[config.mk]
export PLATFORM = sky130hd
export DESIGN_NAME = pagbp_ram
export DESIGN_NICKNAME = d
export VERILOG_FILES = /design/src/hw/rtl/pagbp_ram.sv
export SDC_FILE = /design/constraint.sdc
export NUM_CORES = 2
export LEC_CHECK = 0
export BUFFER_PORTS_ARGS = -buffer_cell sky130_fd_sc_hd__buf_4
export CAP_MARGIN = 10
export CORE_ASPECT_RATIO = 0.6
export CORE_MARGIN = 2
export CORE_UTILIZATION = 50
export CTS_CLUSTER_SIZE = 25
export DETAILED_ROUTE_END_ITERATION = 7
export GPL_ROUTABILITY_DRIVEN = 0
export HOLD_SLACK_MARGIN = 0.06
export MAX_ROUTING_LAYER = met4
export PLACE_DENSITY = 0.75
export SLEW_MARGIN = 20
export SYNTH_ARGS = -nofsm -noshare
export SYNTH_HDL_FRONTEND = slang
export SYNTH_SLANG_ARGS = --single-unit
[constraint.sdc]
create_clock -name clk -period 3.51 [get_ports clk]
set_input_delay 0 -clock clk [delete_from_list [all_inputs] [get_ports clk]]
set_output_delay 0 -clock clk [all_outputs]
set_load 0.02 [all_outputs]
[src/hw/rtl/pagbp_ram.sv]
// Simple dual-port synchronous RAM with registered read data.
`default_nettype none

module pagbp_ram #(
  parameter int WIDTH     = 2,
  parameter int ADDR_BITS = 10
) (
  input  wire logic                 clk,
  input  wire logic                 wr_en,
  input  wire logic [ADDR_BITS-1:0] wr_addr,
  input  wire logic [WIDTH-1:0]     wr_data,
  input  wire logic                 rd_en,
  input  wire logic [ADDR_BITS-1:0] rd_addr,
  output      logic [WIDTH-1:0]     rd_data
);

  localparam int DEPTH = 1 << ADDR_BITS;

  logic [WIDTH-1:0] mem [DEPTH];

  always_ff @(posedge clk) begin
    if (wr_en) mem[wr_addr] <= wr_data;
  end

  always_ff @(posedge clk) begin
    if (rd_en) rd_data <= mem[rd_addr];
  end

endmodule

`default_nettype wire

### Yosys cells after proc, flatten, opt, wreduce, memory -nomap -nowiden

Memories as Yosys holds them, arrays and structs flattened. A register that Yosys moved wholly into a read port is not among the register bits.
Cells that the tools add are included.

| word-level totals | value |
|---|---|
| bits in registers | 0 |
| memory bits (writable) | 2048 |
| bits of input ports | 25 |
| output and inout bits | 2 |
| logic and storage cells | 3 |
| memories | 1 |

| operators by class | value |
|---|---|
| mux-type cells | 2 |

Memory list:

| name | words | bits a word | read ports | clocked after memory_dff | write ports | RTL line | text |
|---|---|---|---|---|---|---|---|
| mem | 1024 | 2 | 1 | 1 | 1 | 19 | `logic [WIDTH-1:0] mem [DEPTH];` |

Operators by type and width:

| cell | number |
|---|---|
| 2-to-1 mux 1 bit | 2 |

### Depth between registers and ports, before layout

| logic depth | value |
|---|---|
| depth after elaboration | 2 |
| gate-level depth with buffers | 15 |
| depth with buffers taken out | 8 |

### Worst setup path after synthesis

No wires, ideal clock.

| timing | value |
|---|---|
| path type | in2reg |
| start | input rd_addr[0] |
| end | register rd_data[1], read port of mem, data pin |
| library setup time | 0.277 ns |
| arrival time | 2.222 ns |
| required time | 3.233 ns |
| path slack | 1.011 ns |
| stages on the path | 12 |
| path buffers | 5 |
| cell sequence | buf_6 -> buf_12 -> buf_8 -> buf_6 -> buf_6 -> mux4_2 -> a221oi_1 -> o21ai_0 -> nor3_1 -> o31ai_1 -> o31ai_1 -> nand4_1 |

RTL lines:

| what | RTL line | text |
|---|---|---|
| start, declared | 13 | `input wire logic [ADDR_BITS-1:0] rd_addr,` |
| end, declared | 14 | `output logic [WIDTH-1:0] rd_data` |

==> results.sh <==
export IMPL_grt_pass1_wl_mm=338
export IMPL_ios=27
export IMPL_start_kind="flip-flop"
export IMPL_met2_length_mm=99.8
export IMPL_wl_met1_mm=88.4
export IMPL_synth_area_leader_cell="edfxtp_1"
export IMPL_multi_input_area_um2=20400
export IMPL_syn_avg_cell_area_um2=17.5
export IMPL_async_reset_ff_share_pct=0
export IMPL_swShare_pct=21.9
export IMPL_row_count=116
export IMPL_tns_ns=0
export IMPL_drive_above_1_share_pct=21.0
export IMPL_die_area_um2=171000
export IMPL_dieWidth_um=532
export IMPL_path_delay_family="compound AO/OA/AOI/OAI gates"
export IMPL_ant_nets=0
export IMPL_p_int_mw=37.8
export IMPL_syn_nets=4818
export IMPL_critPathSlowestCell="or4b_1"
export IMPL_viasPerCell=6.61
export IMPL_path_class="reg2reg"
export IMPL_numClockSinks=2050
export IMPL_cts_made_buffers=179
export IMPL_regArea_um2=61600
export IMPL_clkPwrFrac_pct=38.7
export IMPL_maxCapViolCount=0
export IMPL_rsz0062_at_grt="no"
export IMPL_finalNonFillerCells=7291
export IMPL_tightest_slew_ns=1.23
export IMPL_pwr_share_comb_pct=5.7
export IMPL_cts_tree="done"
export IMPL_clk_insertion_delay_late_ns=0.82
export IMPL_top_layer="met4"
export IMPL_drt_first_pass_iters=6
export IMPL_dpl_worst_slack_ns=0.113
export IMPL_grt_pass1_vias=46500
export IMPL_crit_path_cell_trace="mux4_2 > a221oi_1 > o21ai_0 > or4b_1 > nand4b_1 > a31oi_1 > o31ai_1 > nand4_1"
export IMPL_fill_cells=12500
export IMPL_synth_edff_count=2050
export IMPL_antenna_found_initial=12
export IMPL_yosysTopAreaCellShare_pct=73.5
export IMPL_yosys_warnings=0
export IMPL_p_leak_nw=28.4
export IMPL_hold_violations=0
export IMPL_synthTopCellsByArea="edfxtp_1 73%, mux4_2 12%, nor2_1 4.7%, mux2i_1 2.4%, clkbuf_1 1.1%"
export IMPL_yosys_cell_types_count=65
export IMPL_power_frac_seq_pct=55.6
export IMPL_maxSlewViolCount=0
export IMPL_maxSlewHeadroom_pct=17.9
export IMPL_netlist_instances=4793
export IMPL_syn_to_final_growth_pct=11.3
export IMPL_critPathMaxStageDelay_ns=0.56
export IMPL_grt_overflow_total=0
export IMPL_max_freq_mhz=316
export IMPL_worstPathRequired_ns=4.06
export IMPL_finalWorstSetupSlack_ns=0.341
export IMPL_synth_area_um2=83800
export IMPL_cts_root_buf="clkbuf_16"
export IMPL_drc=0
export IMPL_fp_dieH_um=321
export IMPL_layout_min_cycle_time_ns=3.17
export IMPL_io_buffer_count=26
export IMPL_routedWlPerCell_um=32.4
export IMPL_wl_met3_mm=41.5
export IMPL_peakVddDrop_mv=0.451
export IMPL_vias=48200
export IMPL_dp_cells=6947
export IMPL_ctsLongestPathBuffers=4
export IMPL_grt_max_degree=179
export IMPL_worst_ep_arrival_time_ns=3.72
export IMPL_drt_wl_total_mm=237
export IMPL_drt_initial_drc_count=8793
export IMPL_h_tree_depth=4
export IMPL_path_clk_slew_ns=0.07
export IMPL_hold_class="in2reg"
export IMPL_pwr_density_cell_nw_per_um2=520
export IMPL_coreArea_um2=167000
export IMPL_p_total_mw=48.5
export IMPL_fin_skew_ns=0.0384
export IMPL_dpl_hpwl_mm=140
export IMPL_grt_usage_pct=28.4
export IMPL_rrSetupSlack_ns=0.34
export IMPL_nNetsFinal=4928
export IMPL_outcome="finished, final reports clean"
export IMPL_p_sw_mw=10.6
export IMPL_seq_area_frac_synth_pct=73.5
export IMPL_synthFlopType="edfxtp_1"
export IMPL_timing_hold_ws_ns=0.0991
export IMPL_setup_violations_final=0
export IMPL_worst_path_max_fanout=2
export IMPL_path_buf_inv=0
export IMPL_start_util_pct=50.3
export IMPL_finalCritPeriodShare_pct=90.3
export IMPL_end_kind="flip-flop"
export IMPL_synth_seq_cells=2050
[metal layers]
metal	track usage, %	vias to the layer above
met3	10.7	455
li1	-	19100
met1	40.6	24600
met4	7.21	0
met2	38.4	4101
met5	-	-
[sequential cells by signal, summed over array words and instances, names as in the netlist]
register / flops
mem: 2048
rd_data: 2
[what timing repair did]
action	CTS	global route
resized for setup	0	0
endpoints found under the hold margin	488	0
hold buffers	17	0
buffers inserted	0	0
[final timing paths]
path                            cells after the start         from          end
worst min register to register                      6  mem[731][1]   rd_data[1]
worst max register to register                      8  mem[959][1]   rd_data[1]
worst min-delay path                                5   wr_addr[9]  mem[359][1]
worst max-delay path                                8  mem[959][1]   rd_data[1]
[cell usage in the layout, fill, tap and decap left out, drive strengths merged, types with 70 or more instances in the layout]
master	netlist	layout
o221ai	83	83
edfxtp	2050	2050
clkbuf	239	214
buf	157	308
mux4	449	449
a21oi	70	70
nand2	96	96
clkinv	1	83
mux2i	205	205
nor2	1054	1054
[power by group through the flow]
stage	clock (mW)	sequential (mW)	combinational [mW]
floorplan	0	27.5	1.41
global placement	0	27.5	2.64
detailed placement	0	27.5	2.67
CTS	18.8	26.9	2.70
global route	19.7	26.9	2.87
finish	18.8	26.9	2.78
[cells in the mapped netlist, types with 14 or more instances]
library cell  count
buf_8            14
a21oi_1          70
buf_6            33
buf_4            28
nor2_1         1054
buf_1            54
mux4_2          449
edfxtp_1       2050
mux2i_1         205
nand2_1          96
o221ai_1         82
nor3_1           45
a22oi_1          45
o22ai_1          45
o21ai_0          36
nand3_1          39
buf_2            26
clkbuf_1        239
[cell families after synthesis]
group	Yosys count	share of synthesized area (%)
AO/OA/AOI/OAI	353	2.98
buffers and inverters	402	2.49
flip-flops	2050	73.5
multiplexers	664	14.7
AND/OR/NAND/NOR	1324	6.40
[area by class of cell]
cell class	instances	area share (%)
Sequential cell	2050	66.0
Multi-Input combinational cell	2341	21.9
Clock buffer	214	4.97
Timing Repair Buffer	325	3.34
Tap cell	2242	3.01
Clock inverter	100	0.726
Antenna cell	13	0.0349
Inverter	6	0.0255
[through the flow]
step	area (um2)	util [%]
after CTS	93200	55.9
after detailed placement	87700	52.6
after global routing	93200	55.9
after global placement	87700	52.6
final	93200	56.0
after floorplan	83800	-
[worst reg2reg max path, delay by kind of cell, from the launching register on]
kind             cells  cell delay, ns
multiplexers         1            0.49
flip-flops           1            0.36
AND/OR/NAND/NOR      3            0.88
AO/OA/AOI/OAI        4            1.14
Note: power is estimated with default switching activity, not from simulation.
